**src/stcp_pkg.sv**
```systemverilog
// Shared types, constants and helper functions for the sample to colour pixel block.
// Used by the top level, the pipelined divider and the port checker; depends on nothing.
`timescale 1ns / 1ps
`default_nettype none

package stcp_pkg;

	localparam int unsigned SAMPLE_W   = 32;
	localparam int unsigned LEVEL_W    = 8;
	localparam int unsigned CFG_IDX_W  = 3;
	localparam int unsigned CFG_DATA_W = 32;

	// level divider: (v - lo) * 255 over (hi - lo)
	localparam int unsigned LVL_NUM_W = SAMPLE_W + LEVEL_W;
	localparam int unsigned LVL_DEN_W = SAMPLE_W;

	// hot ramp divider: (level - base) * 255 over span
	localparam int unsigned HOT_NUM_W = 2 * LEVEL_W;
	localparam int unsigned HOT_DEN_W = LEVEL_W + 1;

	// register stages from the input register to the output register inclusive
	localparam int unsigned PIPE_DEPTH = 2 * LEVEL_W + 5;

	localparam logic [7:0] LVL_FULL = 8'd255;

	localparam logic [7:0] JET_OFS_RED   = 8'd96;
	localparam logic [7:0] JET_OFS_GREEN = 8'd32;
	localparam logic [7:0] JET_OFS_BLUE  = 8'd224;
	localparam logic [7:0] JET_RED_FROM  = 8'd64;
	localparam logic [7:0] JET_BLUE_TO   = 8'd192;

	localparam logic signed [31:0] RST_SCALE_LOW  = 32'sd0;
	localparam logic signed [31:0] RST_SCALE_HIGH = 32'sd65280;
	localparam logic [7:0]         RST_TINT_RED   = 8'd0;
	localparam logic [7:0]         RST_TINT_GREEN = 8'd255;
	localparam logic [7:0]         RST_TINT_BLUE  = 8'd0;
	localparam logic [7:0]         RST_HOT_SPAN   = 8'd96;

	typedef enum logic [CFG_IDX_W-1:0] {
		CFG_SCALE_LOW  = 3'd0,
		CFG_SCALE_HIGH = 3'd1,
		CFG_MAP_MODE   = 3'd2,
		CFG_TINT_RED   = 3'd3,
		CFG_TINT_GREEN = 3'd4,
		CFG_TINT_BLUE  = 3'd5,
		CFG_HOT_RED    = 3'd6,
		CFG_HOT_GREEN  = 3'd7
	} cfg_idx_t;

	typedef enum logic [1:0] {
		MAP_GREY = 2'd0,
		MAP_TINT = 2'd1,
		MAP_HOT  = 2'd2,
		MAP_JET  = 2'd3
	} map_mode_t;

	typedef enum logic [1:0] {
		SEG_RED   = 2'd0,
		SEG_GREEN = 2'd1,
		SEG_BLUE  = 2'd2
	} hot_seg_t;

	// clamp flags carried alongside the level division
	typedef struct packed {
		logic lo_hit;
		logic hi_hit;
	} lvl_side_t;

	// colour context carried alongside the hot ramp division
	typedef struct packed {
		logic [7:0] level;
		logic [7:0] pre_r;
		logic [7:0] pre_g;
		logic [7:0] pre_b;
		hot_seg_t   seg;
	} hot_side_t;

	// floor(x / 255) for x up to 255 * 255
	function automatic logic [7:0] div255(input logic [15:0] x);
		logic [16:0] t;
		t = 17'(x) + 17'(x[15:8]) + 17'd1;
		return t[15:8];
	endfunction

	// one channel of the jet map, before the red and blue end cuts
	function automatic logic [7:0] jet_channel(input logic [7:0] lvl, input logic [7:0] ofs);
		logic [7:0] d;
		logic [7:0] dm;
		logic [7:0] res;
		d  = lvl - ofs;
		dm = d - 8'd127;
		case (d) inside
			[8'd0:8'd62]:    res = {d[5:0] + 6'd1, 2'b00};
			[8'd63:8'd127]:  res = 8'd255;
			[8'd128:8'd190]: res = 8'd255 - {dm[5:0], 2'b00};
			default:         res = 8'd0;
		endcase
		return res;
	endfunction

endpackage

`default_nettype wire

```
**src/stcp_div.sv**
```systemverilog
// Pipelined restoring divider: one quotient bit per register stage, sideband carried along.
// Depends on stcp_pkg for default widths. Quotient must fit QUO_W bits (num < den << QUO_W).
`timescale 1ns / 1ps
`default_nettype none

module stcp_div #(
	parameter int unsigned NUM_W  = stcp_pkg::LVL_NUM_W,
	parameter int unsigned DEN_W  = stcp_pkg::LVL_DEN_W,
	parameter int unsigned QUO_W  = stcp_pkg::LEVEL_W,
	parameter int unsigned SIDE_W = 1
) (
	input  wire logic              clk,
	input  wire logic              arst_n,
	input  wire logic              en,
	input  wire logic              in_vld,
	input  wire logic [NUM_W-1:0]  num,
	input  wire logic [DEN_W-1:0]  den,
	input  wire logic [SIDE_W-1:0] side_in,
	output logic                   out_vld,
	output logic [QUO_W-1:0]       quo,
	output logic [SIDE_W-1:0]      side_out
);

	localparam int unsigned CMP_W = ((NUM_W > DEN_W + QUO_W) ? NUM_W : DEN_W + QUO_W) + 1;

	logic [QUO_W-1:0]  vld_s;
	logic [NUM_W-1:0]  rem_s  [QUO_W];
	logic [DEN_W-1:0]  den_s  [QUO_W];
	logic [QUO_W-1:0]  quo_s  [QUO_W];
	logic [SIDE_W-1:0] side_s [QUO_W];

	logic [NUM_W-1:0]  rem_in  [QUO_W];
	logic [DEN_W-1:0]  den_in  [QUO_W];
	logic [QUO_W-1:0]  quo_in  [QUO_W];
	logic [SIDE_W-1:0] side_a  [QUO_W];
	logic [NUM_W-1:0]  rem_nxt [QUO_W];
	logic [QUO_W-1:0]  quo_nxt [QUO_W];

	// stage i decides quotient bit QUO_W-1-i
	always_comb begin
		logic [CMP_W-1:0] trial;
		for (int i = 0; i < QUO_W; i++) begin
			if (i == 0) begin
				rem_in[i] = num;
				den_in[i] = den;
				quo_in[i] = '0;
				side_a[i] = side_in;
			end else begin
				rem_in[i] = rem_s[i-1];
				den_in[i] = den_s[i-1];
				quo_in[i] = quo_s[i-1];
				side_a[i] = side_s[i-1];
			end
			trial = CMP_W'(rem_in[i]) - (CMP_W'(den_in[i]) << (QUO_W - 1 - i));
			rem_nxt[i] = trial[CMP_W-1] ? rem_in[i] : trial[NUM_W-1:0];
			quo_nxt[i] = {quo_in[i][QUO_W-2:0], ~trial[CMP_W-1]};
		end
	end

	always_ff @(posedge clk or negedge arst_n) begin
		if (!arst_n) begin
			vld_s <= '0;
		end else if (en) begin
			vld_s <= {vld_s[QUO_W-2:0], in_vld};
		end
	end

	always_ff @(posedge clk) begin
		if (en) begin
			for (int i = 0; i < QUO_W; i++) begin
				rem_s[i]  <= rem_nxt[i];
				den_s[i]  <= den_in[i];
				quo_s[i]  <= quo_nxt[i];
				side_s[i] <= side_a[i];
			end
		end
	end

	assign out_vld  = vld_s[QUO_W-1];
	assign quo      = quo_s[QUO_W-1];
	assign side_out = side_s[QUO_W-1];

endmodule

`default_nettype wire

```
**src/sample_to_colour_pixel.sv**
```systemverilog
// Top level: clamped linear scale of a Q24.8 sample to an 8-bit level, then a colour map.
// Depends on stcp_pkg and stcp_div (two instances: level division and hot ramp division).
//
// Usage
//   Input channel  : sample_valid / sample_ready, payload sample (signed Q24.8).
//   Output channel : pixel_valid / pixel_ready, payload level, red, green, blue.
//   Config port    : wr_en, wr_idx, wr_data; a register is written on any edge with wr_en high.
//                    Write only while no item is in flight.
//   Throughput     : one item per clock while pixel_ready is high.
//   Depth          : 21 register stages, set by the two 8-stage restoring dividers (one
//                    quotient bit per stage), plus the front, colour and output stages.
//   Stall          : the whole pipeline holds while a pixel waits and pixel_ready is low;
//                    empty stages hold too, so sample_ready is low whenever a stalled pixel waits.
//   Reset          : arst_n clears all valid bits and loads the default registers
//                    (scale 0 to 255.0, constant green tint, hot spans of 96).
//   Reversed or equal scale bounds give 0 at or below scale_low and 255 above it.
`timescale 1ns / 1ps
`default_nettype none

module sample_to_colour_pixel (
	input  wire logic                                clk,
	input  wire logic                                arst_n,
	input  wire logic                                sample_valid,
	output logic                                     sample_ready,
	input  wire logic signed [stcp_pkg::SAMPLE_W-1:0] sample,
	output logic                                     pixel_valid,
	input  wire logic                                pixel_ready,
	output logic [stcp_pkg::LEVEL_W-1:0]             level,
	output logic [stcp_pkg::LEVEL_W-1:0]             red,
	output logic [stcp_pkg::LEVEL_W-1:0]             green,
	output logic [stcp_pkg::LEVEL_W-1:0]             blue,
	input  wire logic                                wr_en,
	input  wire logic [stcp_pkg::CFG_IDX_W-1:0]      wr_idx,
	input  wire logic [stcp_pkg::CFG_DATA_W-1:0]     wr_data
);

	localparam int unsigned HOT_SIDE_W = $bits(stcp_pkg::hot_side_t);
	localparam int unsigned LVL_SIDE_W = $bits(stcp_pkg::lvl_side_t);

	// ---------------------------------------------------------------- config
	logic signed [31:0]  scale_low_q;
	logic signed [31:0]  scale_high_q;
	stcp_pkg::map_mode_t map_mode_q;
	logic [7:0]          tint_red_q;
	logic [7:0]          tint_green_q;
	logic [7:0]          tint_blue_q;
	logic [7:0]          hot_red_q;
	logic [7:0]          hot_green_q;

	always_ff @(posedge clk or negedge arst_n) begin
		if (!arst_n) begin
			scale_low_q  <= stcp_pkg::RST_SCALE_LOW;
			scale_high_q <= stcp_pkg::RST_SCALE_HIGH;
			map_mode_q   <= stcp_pkg::MAP_TINT;
			tint_red_q   <= stcp_pkg::RST_TINT_RED;
			tint_green_q <= stcp_pkg::RST_TINT_GREEN;
			tint_blue_q  <= stcp_pkg::RST_TINT_BLUE;
			hot_red_q    <= stcp_pkg::RST_HOT_SPAN;
			hot_green_q  <= stcp_pkg::RST_HOT_SPAN;
		end else if (wr_en) begin
			case (stcp_pkg::cfg_idx_t'(wr_idx))
				stcp_pkg::CFG_SCALE_LOW:  scale_low_q  <= wr_data;
				stcp_pkg::CFG_SCALE_HIGH: scale_high_q <= wr_data;
				stcp_pkg::CFG_MAP_MODE:   map_mode_q   <= stcp_pkg::map_mode_t'(wr_data[1:0]);
				stcp_pkg::CFG_TINT_RED:   tint_red_q   <= wr_data[7:0];
				stcp_pkg::CFG_TINT_GREEN: tint_green_q <= wr_data[7:0];
				stcp_pkg::CFG_TINT_BLUE:  tint_blue_q  <= wr_data[7:0];
				stcp_pkg::CFG_HOT_RED:    hot_red_q    <= wr_data[7:0];
				stcp_pkg::CFG_HOT_GREEN:  hot_green_q  <= wr_data[7:0];
				default: ;
			endcase
		end
	end

	// ------------------------------------------------------------ flow control
	// One enable for every stage: advance unless a pixel sits unaccepted at the output.
	logic adv;
	logic pixel_valid_q;

	assign adv          = ~pixel_valid_q | pixel_ready;
	assign sample_ready = adv;

	// ----------------------------------------------- stage 1: clamp and offsets
	logic        vld_s1;
	logic        lo_hit_s1;
	logic        hi_hit_s1;
	logic [31:0] diff_s1;
	logic [31:0] den_s1;

	// Low-order 32 bits of both differences are exact whenever the division is used
	// (scale_low < sample < scale_high).
	always_ff @(posedge clk or negedge arst_n) begin
		if (!arst_n) begin
			vld_s1 <= 1'b0;
		end else if (adv) begin
			vld_s1 <= sample_valid;
		end
	end

	always_ff @(posedge clk) begin
		if (adv) begin
			lo_hit_s1 <= (sample <= scale_low_q);
			hi_hit_s1 <= (sample >= scale_high_q);
			diff_s1   <= 32'(sample - scale_low_q);
			den_s1    <= 32'(scale_high_q - scale_low_q);
		end
	end

	// ------------------------------------------ stage 2: numerator times 255
	logic                                 vld_s2;
	stcp_pkg::lvl_side_t                  side_s2;
	logic [stcp_pkg::LVL_NUM_W-1:0]       num_s2;
	logic [31:0]                          den_s2;

	always_ff @(posedge clk or negedge arst_n) begin
		if (!arst_n) begin
			vld_s2 <= 1'b0;
		end else if (adv) begin
			vld_s2 <= vld_s1;
		end
	end

	always_ff @(posedge clk) begin
		if (adv) begin
			side_s2.lo_hit <= lo_hit_s1;
			side_s2.hi_hit <= hi_hit_s1;
			num_s2         <= {diff_s1, 8'd0} - {8'd0, diff_s1};
			den_s2         <= den_s1;
		end
	end

	// ------------------------------------------- stages 3..10: level division
	logic                      lvl_vld;
	logic [7:0]                lvl_quo;
	logic [LVL_SIDE_W-1:0]     lvl_side_raw;
	stcp_pkg::lvl_side_t       lvl_side;

	stcp_div #(
		.NUM_W  (stcp_pkg::LVL_NUM_W),
		.DEN_W  (stcp_pkg::LVL_DEN_W),
		.QUO_W  (stcp_pkg::LEVEL_W),
		.SIDE_W (LVL_SIDE_W)
	) u_lvl_div (
		.clk      (clk),
		.arst_n   (arst_n),
		.en       (adv),
		.in_vld   (vld_s2),
		.num      (num_s2),
		.den      (den_s2),
		.side_in  (side_s2),
		.out_vld  (lvl_vld),
		.quo      (lvl_quo),
		.side_out (lvl_side_raw)
	);

	assign lvl_side = stcp_pkg::lvl_side_t'(lvl_side_raw);

	// ------------------------------- stage c1: level, tint products, jet, hot segment
	logic [7:0] lvl_c;
	logic [8:0] hot_rg_sum;
	logic [9:0] hot_blue_den;

	always_comb begin
		if (lvl_side.lo_hit) begin
			lvl_c = 8'd0;
		end else if (lvl_side.hi_hit) begin
			lvl_c = stcp_pkg::LVL_FULL;
		end else begin
			lvl_c = lvl_quo;
		end
	end

	assign hot_rg_sum   = 9'(hot_red_q) + 9'(hot_green_q);
	assign hot_blue_den = 10'd256 - 10'(hot_rg_sum);

	logic               vld_c1;
	logic [7:0]         level_c1;
	logic [15:0]        prod_r_c1;
	logic [15:0]        prod_g_c1;
	logic [15:0]        prod_b_c1;
	logic [7:0]         jet_r_c1;
	logic [7:0]         jet_g_c1;
	logic [7:0]         jet_b_c1;
	stcp_pkg::hot_seg_t seg_c1;
	logic [7:0]         hot_base_c1;
	logic [8:0]         hot_den_c1;

	always_ff @(posedge clk or negedge arst_n) begin
		if (!arst_n) begin
			vld_c1 <= 1'b0;
		end else if (adv) begin
			vld_c1 <= lvl_vld;
		end
	end

	always_ff @(posedge clk) begin
		if (adv) begin
			level_c1  <= lvl_c;
			prod_r_c1 <= 16'(lvl_c) * 16'(tint_red_q);
			prod_g_c1 <= 16'(lvl_c) * 16'(tint_green_q);
			prod_b_c1 <= 16'(lvl_c) * 16'(tint_blue_q);
			// jet: red off in the lowest quarter, blue off in the top quarter
			jet_r_c1  <= (lvl_c < stcp_pkg::JET_RED_FROM) ? 8'd0 :
			             stcp_pkg::jet_channel(lvl_c, stcp_pkg::JET_OFS_RED);
			jet_g_c1  <= stcp_pkg::jet_channel(lvl_c, stcp_pkg::JET_OFS_GREEN);
			jet_b_c1  <= (lvl_c >= stcp_pkg::JET_BLUE_TO) ? 8'd0 :
			             stcp_pkg::jet_channel(lvl_c, stcp_pkg::JET_OFS_BLUE);
			// hot: pick the ramp this level sits on; an empty span is never chosen
			if (lvl_c < hot_red_q) begin
				seg_c1      <= stcp_pkg::SEG_RED;
				hot_base_c1 <= lvl_c;
				hot_den_c1  <= 9'(hot_red_q);
			end else if (9'(lvl_c) < hot_rg_sum) begin
				seg_c1      <= stcp_pkg::SEG_GREEN;
				hot_base_c1 <= lvl_c - hot_red_q;
				hot_den_c1  <= 9'(hot_green_q);
			end else begin
				seg_c1      <= stcp_pkg::SEG_BLUE;
				hot_base_c1 <= 8'(9'(lvl_c) - hot_rg_sum);
				hot_den_c1  <= hot_blue_den[8:0];
			end
		end
	end

	// -------------------------------- stage c2: pre-colour and hot numerator
	logic [7:0] pre_r;
	logic [7:0] pre_g;
	logic [7:0] pre_b;

	always_comb begin
		case (map_mode_q)
			stcp_pkg::MAP_GREY: begin
				pre_r = level_c1;
				pre_g = level_c1;
				pre_b = level_c1;
			end
			stcp_pkg::MAP_TINT: begin
				pre_r = stcp_pkg::div255(prod_r_c1);
				pre_g = stcp_pkg::div255(prod_g_c1);
				pre_b = stcp_pkg::div255(prod_b_c1);
			end
			stcp_pkg::MAP_JET: begin
				pre_r = jet_r_c1;
				pre_g = jet_g_c1;
				pre_b = jet_b_c1;
			end
			default: begin
				// hot map: filled in after the ramp division
				pre_r = 8'd0;
				pre_g = 8'd0;
				pre_b = 8'd0;
			end
		endcase
	end

	logic                           vld_c2;
	stcp_pkg::hot_side_t            side_c2;
	logic [stcp_pkg::HOT_NUM_W-1:0] hot_num_c2;
	logic [stcp_pkg::HOT_DEN_W-1:0] hot_den_c2;

	always_ff @(posedge clk or negedge arst_n) begin
		if (!arst_n) begin
			vld_c2 <= 1'b0;
		end else if (adv) begin
			vld_c2 <= vld_c1;
		end
	end

	always_ff @(posedge clk) begin
		if (adv) begin
			side_c2.level <= level_c1;
			side_c2.pre_r <= pre_r;
			side_c2.pre_g <= pre_g;
			side_c2.pre_b <= pre_b;
			side_c2.seg   <= seg_c1;
			hot_num_c2    <= {hot_base_c1, 8'd0} - {8'd0, hot_base_c1};
			hot_den_c2    <= hot_den_c1;
		end
	end

	// --------------------------------------- hot ramp division, 8 stages
	logic                  hot_vld;
	logic [7:0]            hot_quo;
	logic [HOT_SIDE_W-1:0] hot_side_raw;
	stcp_pkg::hot_side_t   hot_side;

	stcp_div #(
		.NUM_W  (stcp_pkg::HOT_NUM_W),
		.DEN_W  (stcp_pkg::HOT_DEN_W),
		.QUO_W  (stcp_pkg::LEVEL_W),
		.SIDE_W (HOT_SIDE_W)
	) u_hot_div (
		.clk      (clk),
		.arst_n   (arst_n),
		.en       (adv),
		.in_vld   (vld_c2),
		.num      (hot_num_c2),
		.den      (hot_den_c2),
		.side_in  (side_c2),
		.out_vld  (hot_vld),
		.quo      (hot_quo),
		.side_out (hot_side_raw)
	);

	assign hot_side = stcp_pkg::hot_side_t'(hot_side_raw);

	// -------------------------------------------------- output register
	logic [7:0] fin_r;
	logic [7:0] fin_g;
	logic [7:0] fin_b;

	always_comb begin
		fin_r = hot_side.pre_r;
		fin_g = hot_side.pre_g;
		fin_b = hot_side.pre_b;
		if (map_mode_q == stcp_pkg::MAP_HOT) begin
			case (hot_side.seg)
				stcp_pkg::SEG_RED: begin
					fin_r = hot_quo;
					fin_g = 8'd0;
					fin_b = 8'd0;
				end
				stcp_pkg::SEG_GREEN: begin
					fin_r = stcp_pkg::LVL_FULL;
					fin_g = hot_quo;
					fin_b = 8'd0;
				end
				stcp_pkg::SEG_BLUE: begin
					fin_r = stcp_pkg::LVL_FULL;
					fin_g = stcp_pkg::LVL_FULL;
					fin_b = hot_quo;
				end
				default: ;
			endcase
		end
	end

	logic [7:0] level_q;
	logic [7:0] red_q;
	logic [7:0] green_q;
	logic [7:0] blue_q;

	always_ff @(posedge clk or negedge arst_n) begin
		if (!arst_n) begin
			pixel_valid_q <= 1'b0;
		end else if (adv) begin
			pixel_valid_q <= hot_vld;
		end
	end

	// hold the pixel while the receiver stalls
	always_ff @(posedge clk) begin
		if (adv) begin
			level_q <= hot_side.level;
			red_q   <= fin_r;
			green_q <= fin_g;
			blue_q  <= fin_b;
		end
	end

	assign pixel_valid = pixel_valid_q;
	assign level       = level_q;
	assign red         = red_q;
	assign green       = green_q;
	assign blue        = blue_q;

endmodule

`default_nettype wire

```
**config.mk**
```make
export PLATFORM = sky130hd
export DESIGN_NAME = sample_to_colour_pixel
export DESIGN_NICKNAME = d
export VERILOG_FILES = /design/src/stcp_pkg.sv /design/src/stcp_div.sv /design/src/sample_to_colour_pixel.sv
export SDC_FILE = /design/constraint.sdc
export NUM_CORES = 2
export LEC_CHECK = 0
export ABC_AREA = 1
export BUFFER_PORTS_ARGS = -buffer_cell sky130_fd_sc_hd__buf_2
export CORE_MARGIN = 2
export CORE_UTILIZATION = 45
export DETAILED_ROUTE_END_ITERATION = 8
export GPL_ROUTABILITY_DRIVEN = 0
export PLACE_DENSITY = 0.67
export SETUP_SLACK_MARGIN = 0.5
export SYNTH_ARGS = -nofsm -noshare
export SYNTH_HDL_FRONTEND = slang
export SYNTH_SLANG_ARGS = --single-unit
```
**constraint.sdc**
```tcl
create_clock -name clk -period 53.3 [get_ports clk]
set_clock_uncertainty 0.2 [all_clocks]
set_input_delay 2.665 -clock clk [delete_from_list [all_inputs] [get_ports clk]]
set_output_delay 2.665 -clock clk [all_outputs]
set_load 0.01 [all_outputs]
```
==> metrics.json <==
{
  "ys_async_sr_fraction": {"value": 8.51, "unit": "%"},
  "setup_viol": {"value": 0},
  "fp-row-count": {"value": 164},
  "crit_buf_inv": {"value": 6},
  "slowest_stage_cell_crit_path": {"value": "buf_4"},
  "drt-pass1-iter-count": {"value": 9},
  "max-slew-margin-rel": {"value": 24.3, "unit": "%"},
  "regArea": {"value": 44200, "unit": "sq um"},
  "number_of_buffers_added_by_the_clock_tree_synthesis_step": {"value": 160},
  "tightestPinTransition": {"value": 1130, "unit": "ps"},
  "ios": {"value": 106},
  "yosys.cell_types.count": {"value": 59},
  "min_to": {"value": "u_lvl_div.rem_s[5][0]$_DFFE_PP_"},
  "die_y": {"value": 453, "unit": "microns"},
  "path_class": {"value": "primary input to flop"},
  "yosysMostFrequentCell": {"value": "nand2_1"},
  "outcome": {"value": "finished clean"},
  "cts_hold_buffers": {"value": 0},
  "cp_slowest_stage_delay": {"value": 810, "unit": "ps"},
  "grt_start_max_net_pins": {"value": 88},
  "cts_resized": {"value": 0},
  "muxShareOfSynthArea": {"value": 0.0372, "unit": "%"},
  "min-delay-start": {"value": "u_lvl_div.rem_s[4][0]$_DFFE_PP_"},
  "crit_chain": {"value": "buf_2, inv_1, nand2_4, buf_4, buf_4, buf_4, buf_4"},
  "cts_setup_buffers": {"value": 0},
  "placeableCoreArea": {"value": 200000, "unit": "sq um"},
  "cts_buffer_depth": {"value": 3},
  "mappedNetlistArea": {"value": 90800, "unit": "sq um"},
  "cts_root_buf": {"value": "clkbuf_16"},
  "largest_family_of_logic_cells_by_synthesized_area": {"value": "simple AND/OR/NAND/NOR gates"},
  "fin_setup_tns": {"value": 0, "unit": "ps"},
  "detailed_place_hpwl": {"value": 176, "unit": "mm"},
  "yosys_most_used_dff": {"value": "edfxtp_1"},
  "ys_seq_elements": {"value": 1493},
  "netlist_instances": {"value": 10600},
  "cts_num_sinks": {"value": 1493},
  "effective_utilization_at_floorplan": {"value": 45.4, "unit": "%"},
  "post_synthesis_sequential_area_ratio": {"value": 48.7, "unit": "%"},
  "post_route_cells_drive_above_1_share": {"value": 4.63, "unit": "%"},
  "timing.critical_path.from_type": {"value": "primary input"},
  "fin_nets": {"value": 11500},
  "r2r_end": {"value": "prod_r_c1[13]$_DFFE_PP_"},
  "postRouteWirelength": {"value": 225, "unit": "mm"},
  "wl_per_cell": {"value": 16.6, "unit": "microns"},
  "area_added_between_synthesis_and_finish": {"value": 9.94, "unit": "%"},
  "critical_path_required": {"value": 53520, "unit": "ps"},
  "drt_first_iter_violations": {"value": 5655},
  "fill_cells": {"value": 18200},
  "worst_r2r_path_depth": {"value": 16},
  "port_buffer_count": {"value": 105},
  "path_delay_family": {"value": "buffers and inverters"},
  "largest_fanout_of_any_net_on_the_critical_path": {"value": 81},
  "critical_path.endpoint_type": {"value": "flop"},
  "synthAdderAreaFrac": {"value": 11.2, "unit": "%"},
  "crit-reg2reg-launch": {"value": "u_lvl_div.side_s[1][6]$_DFFE_PP_"},
  "synthDominantAreaCellType": {"value": "edfxtp_1"},
  "worstHoldPathCells": {"value": 0},
  "avg_cell_area_syn": {"value": 8.60, "unit": "sq um"},
  "synth_simple_gate_area_share": {"value": 22.8, "unit": "%"},
  "yosys_warnings": {"value": 0},
  "count_of_flip_flops_with_a_built_in_enable_after_synthesis": {"value": 1366},
  "gr-usage-all-layers": {"value": 21.8, "unit": "%"},
  "yosys.area_share.xor_xnor": {"value": 2.74, "unit": "%"},
  "path_common_cell": {"value": "buf_4"},
  "grt_pass1_wl": {"value": 356, "unit": "mm"},
  "clk_pin_slew_worst_paths": {"value": 60, "unit": "ps"},
  "grt_setup_unrepaired": {"value": "no"},
  "clock_tree.htree_level_count": {"value": 4},
  "synthesis.nets": {"value": 11400},
  "worst_ep_arrival_time": {"value": 6650, "unit": "ps"},
  "tritoncts": {"value": "built"},
  "post-synth-top-area-fraction": {"value": 45.2, "unit": "%"},
  "min_tclk_post_route": {"value": 6430, "unit": "ps"},
  "vias_in_the_first_global_route": {"value": 68400},
  "hold_path.class": {"value": "flop to flop"},
  "r2r_slack": {"value": 47350, "unit": "ps"},
  "synth_compound_gate_area_share": {"value": 6.29, "unit": "%"},
  "clk-insertion-delay-late": {"value": 820, "unit": "ps"},
  "cap_violations": {"value": 0},
  "overflow": {"value": 0},
  "remaining_number_of_nets_flagged_by_the_antenna_check_after_routing": {"value": 0},
  "max_freq": {"value": 0.155, "unit": "GHz"},
  "number_of_antenna_violations_at_the_first_check_in_global_routing": {"value": 4},
  "tcrit_tclk_final": {"value": 12.1, "unit": "%"},
  "netlist_top_cells_count": {"value": "nand2_1 (3,221), inv_1 (1,818), edfxtp_1 (1,366)"},
  "hold_viol_final": {"value": 0},
  "floorplan.die_area": {"value": 205000, "unit": "sq um"},
  "timing_max_transition_violations_final": {"value": 0},
  "multiInputGateArea": {"value": 39100, "unit": "sq um"},
  "cell_types_occupying_the_most_area_after_synthesis": {"value": "edfxtp_1 (45%), nand2_1 (13%), ha_1 (8.4%)"},
  "dr_total_vias": {"value": 70100},
  "die_width": {"value": 453, "unit": "microns"},
  "detail_route.vias_per_cell": {"value": 5.18},
  "drc": {"value": 0}
}
[how the worst max path moves through the flow]
stage	cells after the start	end	slack (ps)	from
floorplan	5	u_hot_div.vld_s[0]$_DFFE_PN0P_	10250	pixel_ready
global placement	7	green[2]$_DFFE_PP_	46040	pixel_ready
detailed placement	7	red[5]$_DFFE_PP_	45970	pixel_ready
CTS	7	u_hot_div.side_s[0][71]$_DFFE_PP_	46830	pixel_ready
global route	7	u_hot_div.side_s[1][104]$_DFFE_PP_	46450	pixel_ready
finish	7	u_hot_div.side_s[1][103]$_DFFE_PP_	46870	pixel_ready
[final cells by class]
cell class	instances	share of cell area, %
multi-input cells	7121	39.2
diodes	1	0.00251
inverters	1828	6.88
flip-flops and latches	1493	44.3
well taps	2656	3.33
repair buffers	135	0.755
clock buffers	190	4.21
clock inverters	106	1.33
[cell usage in the layout (no fill, tap or decap), drive strengths merged, types with 17 or more instances in the layout]
cell    count
ha        610
xnor2      73
a21o       34
xor2      209
nor3      104
nand3b     77
nand3     571
fa        127
clkinv     62
o21bai     48
clkbuf    190
nor2      909
a21oi     518
dfstp      21
buf       135
dfrtp     106
bufinv     20
o21ai     376
nand2    3242
inv      1843
nand4     114
nor4       17
o21a       22
edfxtp   1366
or2        17
[metrics by stage]
stage	util (%)	setup WS, ps	std cells	hold slack (ps)	instance area [sq um]
CTS	49.9	46830	13500	190	99800
floorplan	-	10250	10600	200	90800
global route	49.9	46450	13500	196	99800
detailed placement	47.1	45970	13200	205	94300
global placement	47.1	46040	13200	201	94300
finish	49.9	46870	13500	202	99800
[cell families after synthesis]
family | Yosys count
adder cells (fa/ha/maj) | 737
flip-flops | 1493
buffers and inverters | 1936
AO/OA/AOI/OAI | 1038
AND/OR/NAND/NOR | 5061
XOR/XNOR | 282
multiplexers | 3
[registers in the layout, indices dropped and copies added, names as in the netlist, 36 cells and up]
register	flops
u_lvl_div.rem_s	280
u_hot_div.side_s	272
u_lvl_div.den_s	224
u_hot_div.rem_s	112
u_hot_div.den_s	63
num_s2	40
u_hot_div.quo_s	36
u_lvl_div.quo_s	36
[layer usage]
| metal | track usage [%] | share of wire, % |
|---|---|---|
| met5 | 0 | 0.0036 |
| met4 | 10.8 | 5.2 |
| met3 | 2.79 | 5.8 |
| met2 | 36.3 | 47 |
| met1 | 27.8 | 42 |
Power is left out: the tool's default activity adds up to more than one toggle a clock period on the data nets, which glitch-free logic cannot reach.
